==> src/rtl/core/kmpt_pkg.sv <==
`default_nettype none

package kmpt_pkg;

    // matrix geometry
    localparam int unsigned KEY_CODES      = 128;
    localparam int unsigned MATRIX_COLUMNS = 10;
    localparam int unsigned TABLE_SIZE     = 70;

    // current key value meaning no key is held
    localparam logic [7:0] NO_KEY = 8'hFF;

    // probe item
    typedef struct packed {
        logic [6:0] key_code;
        logic       pressed;
    } kmpt_in_t;

    // result item
    typedef struct packed {
        logic [7:0] current_key;
        logic [6:0] last_key;
        logic       new_press;
        logic [7:0] ascii_char;
        logic       ever_pressed;
    } kmpt_out_t;

    // row/column character table, rows 1 to 7
    localparam logic [7:0] CHAR_TABLE [TABLE_SIZE] = '{
        8'd81, 8'd51, 8'd52, 8'd53, 8'd0,  8'd56, 8'd0,  8'd45, 8'd94, 8'd136,
        8'd0,  8'd87, 8'd69, 8'd84, 8'd55, 8'd73, 8'd57, 8'd48, 8'd95, 8'd138,
        8'd49, 8'd50, 8'd68, 8'd82, 8'd54, 8'd85, 8'd79, 8'd80, 8'd91, 8'd139,
        8'd0,  8'd65, 8'd88, 8'd70, 8'd89, 8'd74, 8'd75, 8'd64, 8'd58, 8'd13,
        8'd0,  8'd83, 8'd67, 8'd71, 8'd72, 8'd78, 8'd76, 8'd59, 8'd93, 8'd127,
        8'd9,  8'd90, 8'd32, 8'd86, 8'd66, 8'd77, 8'd44, 8'd46, 8'd47, 8'd135,
        8'd27, 8'd0,  8'd0,  8'd0,  8'd0,  8'd0,  8'd0,  8'd0,  8'd92, 8'd137
    };

    // character of a key code; row 0 and positions past the table give 0
    function automatic logic [7:0] key_char(input logic [6:0] code);
        logic [2:0] row;
        logic [3:0] col;
        logic [7:0] pos;
        row = code[6:4];
        col = code[3:0];
        pos = 8'(8'(row - 3'd1) * 8'(MATRIX_COLUMNS)) + 8'(col);
        if (row == 3'd0)
        begin
            return 8'd0;
        end
        if (pos >= 8'(TABLE_SIZE))
        begin
            return 8'd0;
        end
        return CHAR_TABLE[pos[6:0]];
    endfunction

endpackage

`default_nettype wire

==> src/rtl/core/kmpt_keystore.sv <==
`default_nettype none

module kmpt_keystore (
    input  wire logic                clk,
    input  wire logic                rst_n,
    input  wire kmpt_pkg::kmpt_in_t  item,
    input  wire logic                update_en,
    output kmpt_pkg::kmpt_out_t      result,
    output logic                     ignored
);
    import kmpt_pkg::*;

    logic [KEY_CODES-1:0] held_reg;
    logic [KEY_CODES-1:0] history_reg;
    logic [7:0]           current_key_reg;
    logic [7:0]           current_key_next;
    logic [6:0]           last_key_reg;
    logic [6:0]           last_key_next;

    logic [6:0] idx;
    logic       held_now;
    logic       fresh;

    // per-key lookup
    assign idx      = item.key_code;
    assign held_now = held_reg[idx];
    assign fresh    = item.pressed && !held_now;
    assign ignored  = {1'b0, item.key_code[3:0]} >= 5'(MATRIX_COLUMNS);

    // current and last key update
    always_comb
    begin
        current_key_next = current_key_reg;
        last_key_next    = last_key_reg;
        if (item.pressed)
        begin
            if (fresh)
            begin
                current_key_next = {1'b0, item.key_code};
                last_key_next    = item.key_code;
            end
        end
        else if (current_key_reg == {1'b0, item.key_code})
        begin
            current_key_next = NO_KEY;
        end
    end

    // result as seen after this probe
    always_comb
    begin
        result.current_key  = current_key_next;
        result.last_key     = last_key_next;
        result.new_press    = fresh;
        result.ascii_char   = key_char(item.key_code);
        result.ever_pressed = item.pressed || history_reg[idx];
    end

    // key state registers
    always_ff @(posedge clk or negedge rst_n)
    begin
        if (!rst_n)
        begin
            held_reg        <= '0;
            history_reg     <= '0;
            current_key_reg <= 8'd0;
            last_key_reg    <= 7'd0;
        end
        else if (update_en && !ignored)
        begin
            held_reg[idx]   <= item.pressed;
            if (item.pressed)
            begin
                history_reg[idx] <= 1'b1;
            end
            current_key_reg <= current_key_next;
            last_key_reg    <= last_key_next;
        end
    end

    // a committed press leaves the key held and in the history
    assert property (@(posedge clk) disable iff (!rst_n)
        update_en && !ignored && item.pressed |=> held_reg[$past(idx)] && history_reg[$past(idx)])
        else $error("pressed key not recorded");

    // a committed release clears the held bit
    assert property (@(posedge clk) disable iff (!rst_n)
        update_en && !ignored && !item.pressed |=> !held_reg[$past(idx)])
        else $error("released key still held");

    // current key is a key code or none
    assert property (@(posedge clk) disable iff (!rst_n)
        current_key_reg[7] |-> current_key_reg == NO_KEY)
        else $error("current key out of range");

    // ignored probes leave the key state alone
    assert property (@(posedge clk) disable iff (!rst_n)
        update_en && ignored |=> $stable(current_key_reg) && $stable(last_key_reg))
        else $error("ignored probe changed state");

endmodule

`default_nettype wire

==> src/rtl/core/key_matrix_press_tracker_core.sv <==
//  channel | signals                          | payload
//  --------+----------------------------------+--------------------------------------
//  probe   | in_valid, in_ready, in_data      | key_code, pressed
//  result  | out_valid, out_ready, out_data   | current_key, last_key, new_press,
//          |                                  | ascii_char, ever_pressed
//
//  one probe per cycle sustained while results are taken; a probe loads the input
//  register at its transfer, then the key-state update and the result register load
//  together once the result register is free
//  probes with a column of ten or more update nothing and give no result
//  reset clears all held and history bits and both key registers at once
//  a stalled result holds the result register; the input register takes one
//  more probe, then in_ready drops until the result is taken, unless that probe is ignored
`default_nettype none

module key_matrix_press_tracker_core (
    input  wire logic                clk,
    input  wire logic                rst_n,
    input  wire logic                in_valid,
    output logic                     in_ready,
    input  wire kmpt_pkg::kmpt_in_t  in_data,
    output logic                     out_valid,
    input  wire logic                out_ready,
    output kmpt_pkg::kmpt_out_t      out_data
);
    import kmpt_pkg::*;

    logic      in_valid_reg;
    kmpt_in_t  in_data_reg;
    logic      out_valid_reg;
    kmpt_out_t out_data_reg;

    kmpt_out_t result;
    logic      ignored;
    logic      out_free;
    logic      advance;

    // stage advance: ignored probes need no room at the output
    assign out_free = !out_valid_reg || out_ready;
    assign advance  = in_valid_reg && (ignored || out_free);
    assign in_ready = !in_valid_reg || advance;

    kmpt_keystore u_keystore (
        .clk       (clk),
        .rst_n     (rst_n),
        .item      (in_data_reg),
        .update_en (advance),
        .result    (result),
        .ignored   (ignored)
    );

    // input register
    always_ff @(posedge clk or negedge rst_n)
    begin
        if (!rst_n)
        begin
            in_valid_reg <= 1'b0;
        end
        else if (in_ready)
        begin
            in_valid_reg <= in_valid;
        end
    end

    always_ff @(posedge clk)
    begin
        if (in_valid && in_ready)
        begin
            in_data_reg <= in_data;
        end
    end

    // result register
    always_ff @(posedge clk or negedge rst_n)
    begin
        if (!rst_n)
        begin
            out_valid_reg <= 1'b0;
        end
        else if (out_free)
        begin
            out_valid_reg <= advance && !ignored;
        end
    end

    always_ff @(posedge clk)
    begin
        if (advance && !ignored)
        begin
            out_data_reg <= result;
        end
    end

    assign out_valid = out_valid_reg;
    assign out_data  = out_data_reg;

    // a fresh press makes the probed key current
    assert property (@(posedge clk) disable iff (!rst_n)
        out_valid && out_data.new_press |-> out_data.current_key == {1'b0, out_data.last_key})
        else $error("fresh press not current");

    // a fresh press is in the history
    assert property (@(posedge clk) disable iff (!rst_n)
        out_valid && out_data.new_press |-> out_data.ever_pressed)
        else $error("fresh press missing from history");

    // back-pressure only with a probe waiting
    assert property (@(posedge clk) disable iff (!rst_n)
        !in_ready |-> in_valid_reg && out_valid_reg && !out_ready)
        else $error("input stalled without cause");

    // a waiting result is never overwritten
    assert property (@(posedge clk) disable iff (!rst_n)
        out_valid_reg && !out_ready |=> out_valid_reg && $stable(out_data_reg))
        else $error("pending result lost");

endmodule

`default_nettype wire

==> config.mk <==
export PLATFORM = sky130hd
export DESIGN_NAME = key_matrix_press_tracker_core
export DESIGN_NICKNAME = d
export VERILOG_FILES = /design/src/rtl/core/kmpt_pkg.sv /design/src/rtl/core/kmpt_keystore.sv /design/src/rtl/core/key_matrix_press_tracker_core.sv
export SDC_FILE = /design/constraint.sdc
export NUM_CORES = 1
export LEC_CHECK = 0
export BUFFER_PORTS_ARGS = -buffer_cell sky130_fd_sc_hd__buf_2
export CAP_MARGIN = 20
export CORE_ASPECT_RATIO = 1.2
export CORE_MARGIN = 4
export CORE_UTILIZATION = 35
export CTS_BUF_LIST = sky130_fd_sc_hd__clkbuf_8
export CTS_CLUSTER_DIAMETER = 60
export DETAILED_ROUTE_END_ITERATION = 6
export GPL_TIMING_DRIVEN = 0
export PLACE_DENSITY_LB_ADDON = 0.1
export SYNTH_ARGS = -nofsm -noshare
export SYNTH_HDL_FRONTEND = slang
export SYNTH_SLANG_ARGS = --single-unit
export TNS_END_PERCENT = 100
==> constraint.sdc <==
create_clock -name clk -period 5.42 [get_ports clk]
set_input_delay 1.084 -clock clk [delete_from_list [all_inputs] [get_ports clk]]
set_output_delay 1.084 -clock clk [all_outputs]
set_load 0.005 [all_outputs]
Yosys cells after proc, flatten, opt, wreduce, memory -nomap -nowiden
Memories as Yosys holds them, arrays and structs flattened.
Index checks and enable logic that the tools add are counted.
{ "totals": {"register_bits": 306, "latch_bits": 0, "ramBits": 0, "mem_bits_ro": 1024, "inputBits": 12, "n_memories": 1} }
{ "op_classes": {"addsub": 2, "mul": 1, "div": 0, "n_lt_le_gt_ge": 5, "eq_ne": 1, "n_shift": 0, "muxes": 21, "bitwise_logic": 2, "reduce_logical": 15} }
{ "memory_table": {"columns": ["name", "words", "word_bits", "read_ports", "rd_ports_with_merged_regs", "write_ports", "line", "rtl"], "rows": [
  ["(no name shown)", 128, 8, 1, 0, 0, "kmpt_pkg.sv:55", "return CHAR_TABLE[pos[6:0]];"]
]} }
{ "ops": {"columns": ["op", "n"], "rows": [
  ["$bwmux 128", 1],
  ["$or 128x128->128", 1],
  ["$mux 8", 9],
  ["$bmux 1 s7", 2],
  ["$mux 7", 2],
  ["$add 8x4->8", 1],
  ["$eq 8x7->1", 1],
  ["$ge 8x7->1 const B", 1],
  ["$ge 8x8->1 const B", 1],
  ["$lt 7x8->1 const B", 1],
  ["$mul 8x3->7 const B", 1],
  ["$not 7->8", 1],
  ["$demux 1 s7", 1],
  ["$ge 7x1->1 const B", 1],
  ["$mux 1", 6],
  ["$logic_and 1x1->1", 5],
  ["$ge 4x4->1 const B", 1],
  ["$logic_not 1->1", 4],
  ["$logic_or 1x1->1", 4],
  ["$sub 3x1->4 const B", 1],
  ["$logic_not 3->1", 1],
  ["$reduce_and 2->1", 1]
]} }

Logic depth before layout (Yosys ltp)
{ "logic_depth": {"depth_word": 9, "depth_mapped": 15, "depth_no_buf": 14} }

Modules after synthesis
From an unflattened synthesis, not the netlist that was laid out.
{ "unflattened": {"cells_unflattened": 1319, "hier_area_um2": 14432.6} }
{ "modules_own_cells": {"columns": ["module", "n_inst", "cells_per_inst", "area_per_inst_um2", "seq_area_each_um2"], "rows": [
  ["kmpt_keystore", 1, 1275, 13332.8, 6781.5],
  ["key_matrix_press_tracker_core", 1, 44, 1099.8, 1041.0]
]} }

Worst setup path after synthesis
OpenSTA, ideal clock, no wires.
{ "synth_timing": {"path_kind": "register -> register", "from": "register in_data_reg[5] in the netlist's numbering", "to": "register out_data_reg, in the netlist out_data[5], data pin", "setup_ns": 0.255, "t_arrival_ns": 3.488, "path_slack_ns": 1.678, "path_stages_with_launch": 13, "n_path_buf": 2, "synth_period_minus_slack_ns": 3.742, "cell_sequence": "edfxtp_1 inv_1 clkbuf_1 ha_1 xor2_1 ha_1 ha_1 xnor2_1 clkbuf_1 nor3_1 a221o_1 mux4_2 o21a_1"} }
{ "synth_between": {"elab_chain_len": 9} }
{ "synth_lines": {"columns": ["element", "line", "rtl"], "rows": [
  ["from (decl)", "key_matrix_press_tracker_core.sv:29", "kmpt_in_t in_data_reg;"],
  ["from (signal assigned)", "key_matrix_press_tracker_core.sv:69", "in_data_reg <= in_data;"],
  ["$sub 3x1->4", "kmpt_pkg.sv:46", "pos = 8'(8'(row - 3'd1) * 8'(MATRIX_COLUMNS)) + 8'(col);"],
  ["$mul 8x3->7", "kmpt_pkg.sv:46", null],
  ["$add 8x4->8", "kmpt_pkg.sv:46", null],
  ["$not 7->8 (implied by the code)", "kmpt_pkg.sv:55", null],
  ["$mem_v2 128x8", null, null],
  ["$mux 8 (implied by the code) (2 in series)", "kmpt_pkg.sv:55", null],
  ["$mux 8", "kmpt_pkg.sv:55", null],
  ["$mux 8 *", "kmpt_pkg.sv:51", "if (pos >= 8'(TABLE_SIZE))"],
  ["to (signal assigned)", "key_matrix_press_tracker_core.sv:90", "out_data_reg <= result;"],
  ["to (decl)", "key_matrix_press_tracker_core.sv:31", "kmpt_out_t out_data_reg;"]
]} }
Mark *: on every way between the ends. The rest lies on a longest branch, timed or not. The select of a mux whose other input is x is not followed.
A chain may end at the register's enable or synchronous reset.

Worst setup path in the final report
{ "layout_timing": {"from": "register in_data_reg[7] in the netlist's numbering", "to": "register out_data_reg, in the netlist out_data[2], data pin"} }
The elaborated chain is that of the path after synthesis.

==> impl_metrics.json <==
{
  "status": "finished clean",
  "numCtsBuffers": 53,
  "tightest_slew_ps": 1060,
  "synth.distinct_cells": 67,
  "synth_area_leaders": "dfrtp_1 49%, edfxtp_1 7.0%, o21ai_0 5.2%",
  "io_buffers": 38,
  "multi_input_area_sq_um": 5430,
  "drt_iter0_markers": 975,
  "gr-usage-all-layers_pct": 20.9,
  "cp-start-kind": "flip-flop",
  "finish.utilization_pct": 40.5,
  "ys_ff_latch": 306,
  "via_per_inst": 5.53,
  "grt_max_degree": 116,
  "dp_slack_ps": 252,
  "ys.flop_type": "dfrtp_1",
  "yosysSeqAreaShare_pct": 55.6,
  "drc": 0,
  "hold_violations": 0,
  "slew_headroom_pct": 29.1,
  "fin_cells": 1932,
  "dp_hpwl_um": 31200,
  "endpoint_kind": "flip-flop",
  "hold_path.class": "input port to asynchronous set/reset pin",
  "hold_buffers": 0,
  "drv_slew": 0,
  "crit_fanout": 10,
  "final_common_cell": "dfrtp_1",
  "yosysTopAreaCell": "dfrtp_1",
  "firstDrtPassIters": 5,
  "area_growth_pct": 14.3,
  "top_layer_used": "met4",
  "synth_edf_count": 33,
  "grt_first_pass_wirelength_um": 69200,
  "antenna_left": 0,
  "final_cell_mix": "273 x dfrtp_1, 164 x clkbuf_1, 147 x o21ai_0, 81 x nand2_1, 80 x o21bai_1",
  "cts-root-buf": "clkbuf_8",
  "worstPathRequired_ps": 5790,
  "coreArea_sq_um": 39700,
  "clk-insertion-delay-late_ps": 620,
  "cts_max_level": 2,
  "fillers": 3912,
  "num-nets-final": 1389,
  "route.layer.met1.wl_um": 19700,
  "syn_inst": 1261,
  "regArea_sq_um": 7820,
  "die_height_um": 228,
  "ys_warn_count": 0,
  "setup_ws_ps": 378,
  "clock-sinks": 306,
  "post_synth.cell_area_avg_sq_um": 11.2,
  "synth_nets": 1291,
  "grt_pass1_vias": 10830,
  "vdd_ir_drop_max_mv": 0.142,
  "cap_viol_max_count": 0,
  "drive_above_1_share_pct": 14.4,
  "met2_wirelength_um": 21300,
  "crit_type": "flip-flop to flip-flop",
  "power.density_nw_per_um2": 352,
  "cts_tree": "done",
  "setup_viol": 0,
  "finalCriticalPeriod_ps": 5040,
  "ys_async_sr_fraction_pct": 89.2,
  "gp_congestion": 0.889,
  "cts_max_path_buffers": 3,
  "rsz0062_at_grt": "no",
  "drt-total-wl_um": 45400,
  "start_util_pct": 35.4,
  "dp.cells": 1836,
  "core.rowCount": 80,
  "power_w": 0.00566,
  "synth_top_area_share_pct": 48.5,
  "crit_arrival_ps": 5410,
  "cts.clk_slew.worst_paths_ps": 60,
  "diodes": 0,
  "netlist_area_sq_um": 14100,
  "die_area_sq_um": 43500,
  "fp.dieW_um": 191,
  "wl_met3_um": 2930,
  "power.leakage_nw": 6.91,
  "wl_per_cell_um": 23.5,
  "min_period_over_period_pct": 93.0,
  "skew_ps": 34.7,
  "vias": 10686,
  "ios": 39,
  "tns_ps": 0,
  "antenna_found_initial": 0,
  "fmax_mhz": 198,
  "gr-total-overflow": 0
}
==> metal layers <==
layer | track usage [%] | vias to the layer above
met3 | 3.33 | 88
met4 | 7.03 | 0
met1 | 29.1 | 5403
met5 | 0 | -
li1 | - | 4783
met2 | 33.5 | 412
==> Yosys cell counts (all sizes together), types with 12 or more instances <==
master	n
buf	22
mux2i	18
inv	17
dfrtp	273
a221oi	28
o21bai	80
xor2	12
o31ai	58
clkbuf	166
mux2	24
o21ai	149
ha	16
nor2	50
o221a	15
nand2	81
edfxtp	33
nand3	12
a21oi	39
mux4	29
==> cell type report <==
cell class	count	share of cell area [%]
inverter	17	0.397
buffer	188	4.78
sequential	306	48.6
tap	533	4.15
timing repair buffer	43	1.84
multi-input combinational	750	33.7
clock buffer	66	5.65
clock inverter	29	0.824
==> metrics by stage <==
step                hold slack, ps  cell area, sq um
detailed placement             442             15000
global route                   369             16100
finish                         358             16100
CTS                            346             16100
floorplan                      424             14100
global placement               435             14900
==> worst max-delay path, stage by stage, from the launching register on <==
cell and delay (ps):
edfxtp_1 330, clkbuf_1 430, clkbuf_2 420, buf_1 580
xor2_1 210, ha_1 260, ha_1 340, xnor2_1 680
clkbuf_1 420, nand2_1 200, o211ai_1 140, o31ai_1 110
mux4_2 490, and2_1 170
==> cell families (layout without fill, tap and decap cells) <==
logic type	after synthesis	in the layout	share of synthesized area [%]
AOI/OAI and AO/OA	450	450	21.7
DFF	306	306	55.6
buffers and inverters	205	343	5.88
and+or+nand+nor	193	193	6.18
muxes	71	71	7.84
adders and majority gates	18	18	1.71
xor gates and xnor gates	18	18	1.12
==> what timing repair did <==
action | in CTS | in global routing
endpoints found under the setup margin | 0 | 1
gates resized for setup | 0 | 7
buffers inserted | 0 | 0
==> where the power goes <==
group	leakage [nW]	internal, W	total, W	switching (W)
registers	4.08	0.00248	0.00255	0.0000703
clock network	0.613	0.00110	0.00207	0.000970
logic	2.22	0.000383	0.00104	0.000661
total	6.91	0.00396	0.00566	0.00170
==> worst paths after layout <==
| check | from | endpoint | slack [ps] | cells past startpoint |
|---|---|---|---|---|
| max in group asynchronous | rst_n | u_keystore.held_reg[74]$_DFFE_PN0P_ | 3530 | 3 |
| min reg2reg | u_keystore.held_reg[91]$_DFFE_PN0P_ | u_keystore.held_reg[91]$_DFFE_PN0P_ | 450 | 1 |
| max | in_data_reg[7]$_DFFE_PP_ | out_data[2]$_SDFFCE_PP0P_ | 380 | 13 |
| max reg2reg | in_data_reg[7]$_DFFE_PP_ | out_data[2]$_SDFFCE_PP0P_ | 380 | 13 |
| min in group clk | u_keystore.held_reg[91]$_DFFE_PN0P_ | u_keystore.held_reg[91]$_DFFE_PN0P_ | 450 | 1 |
| min | rst_n | u_keystore.history_reg[42]$_DFFE_PN0P_ | 360 | 1 |
Note: power is estimated with default switching activity, not from simulation.
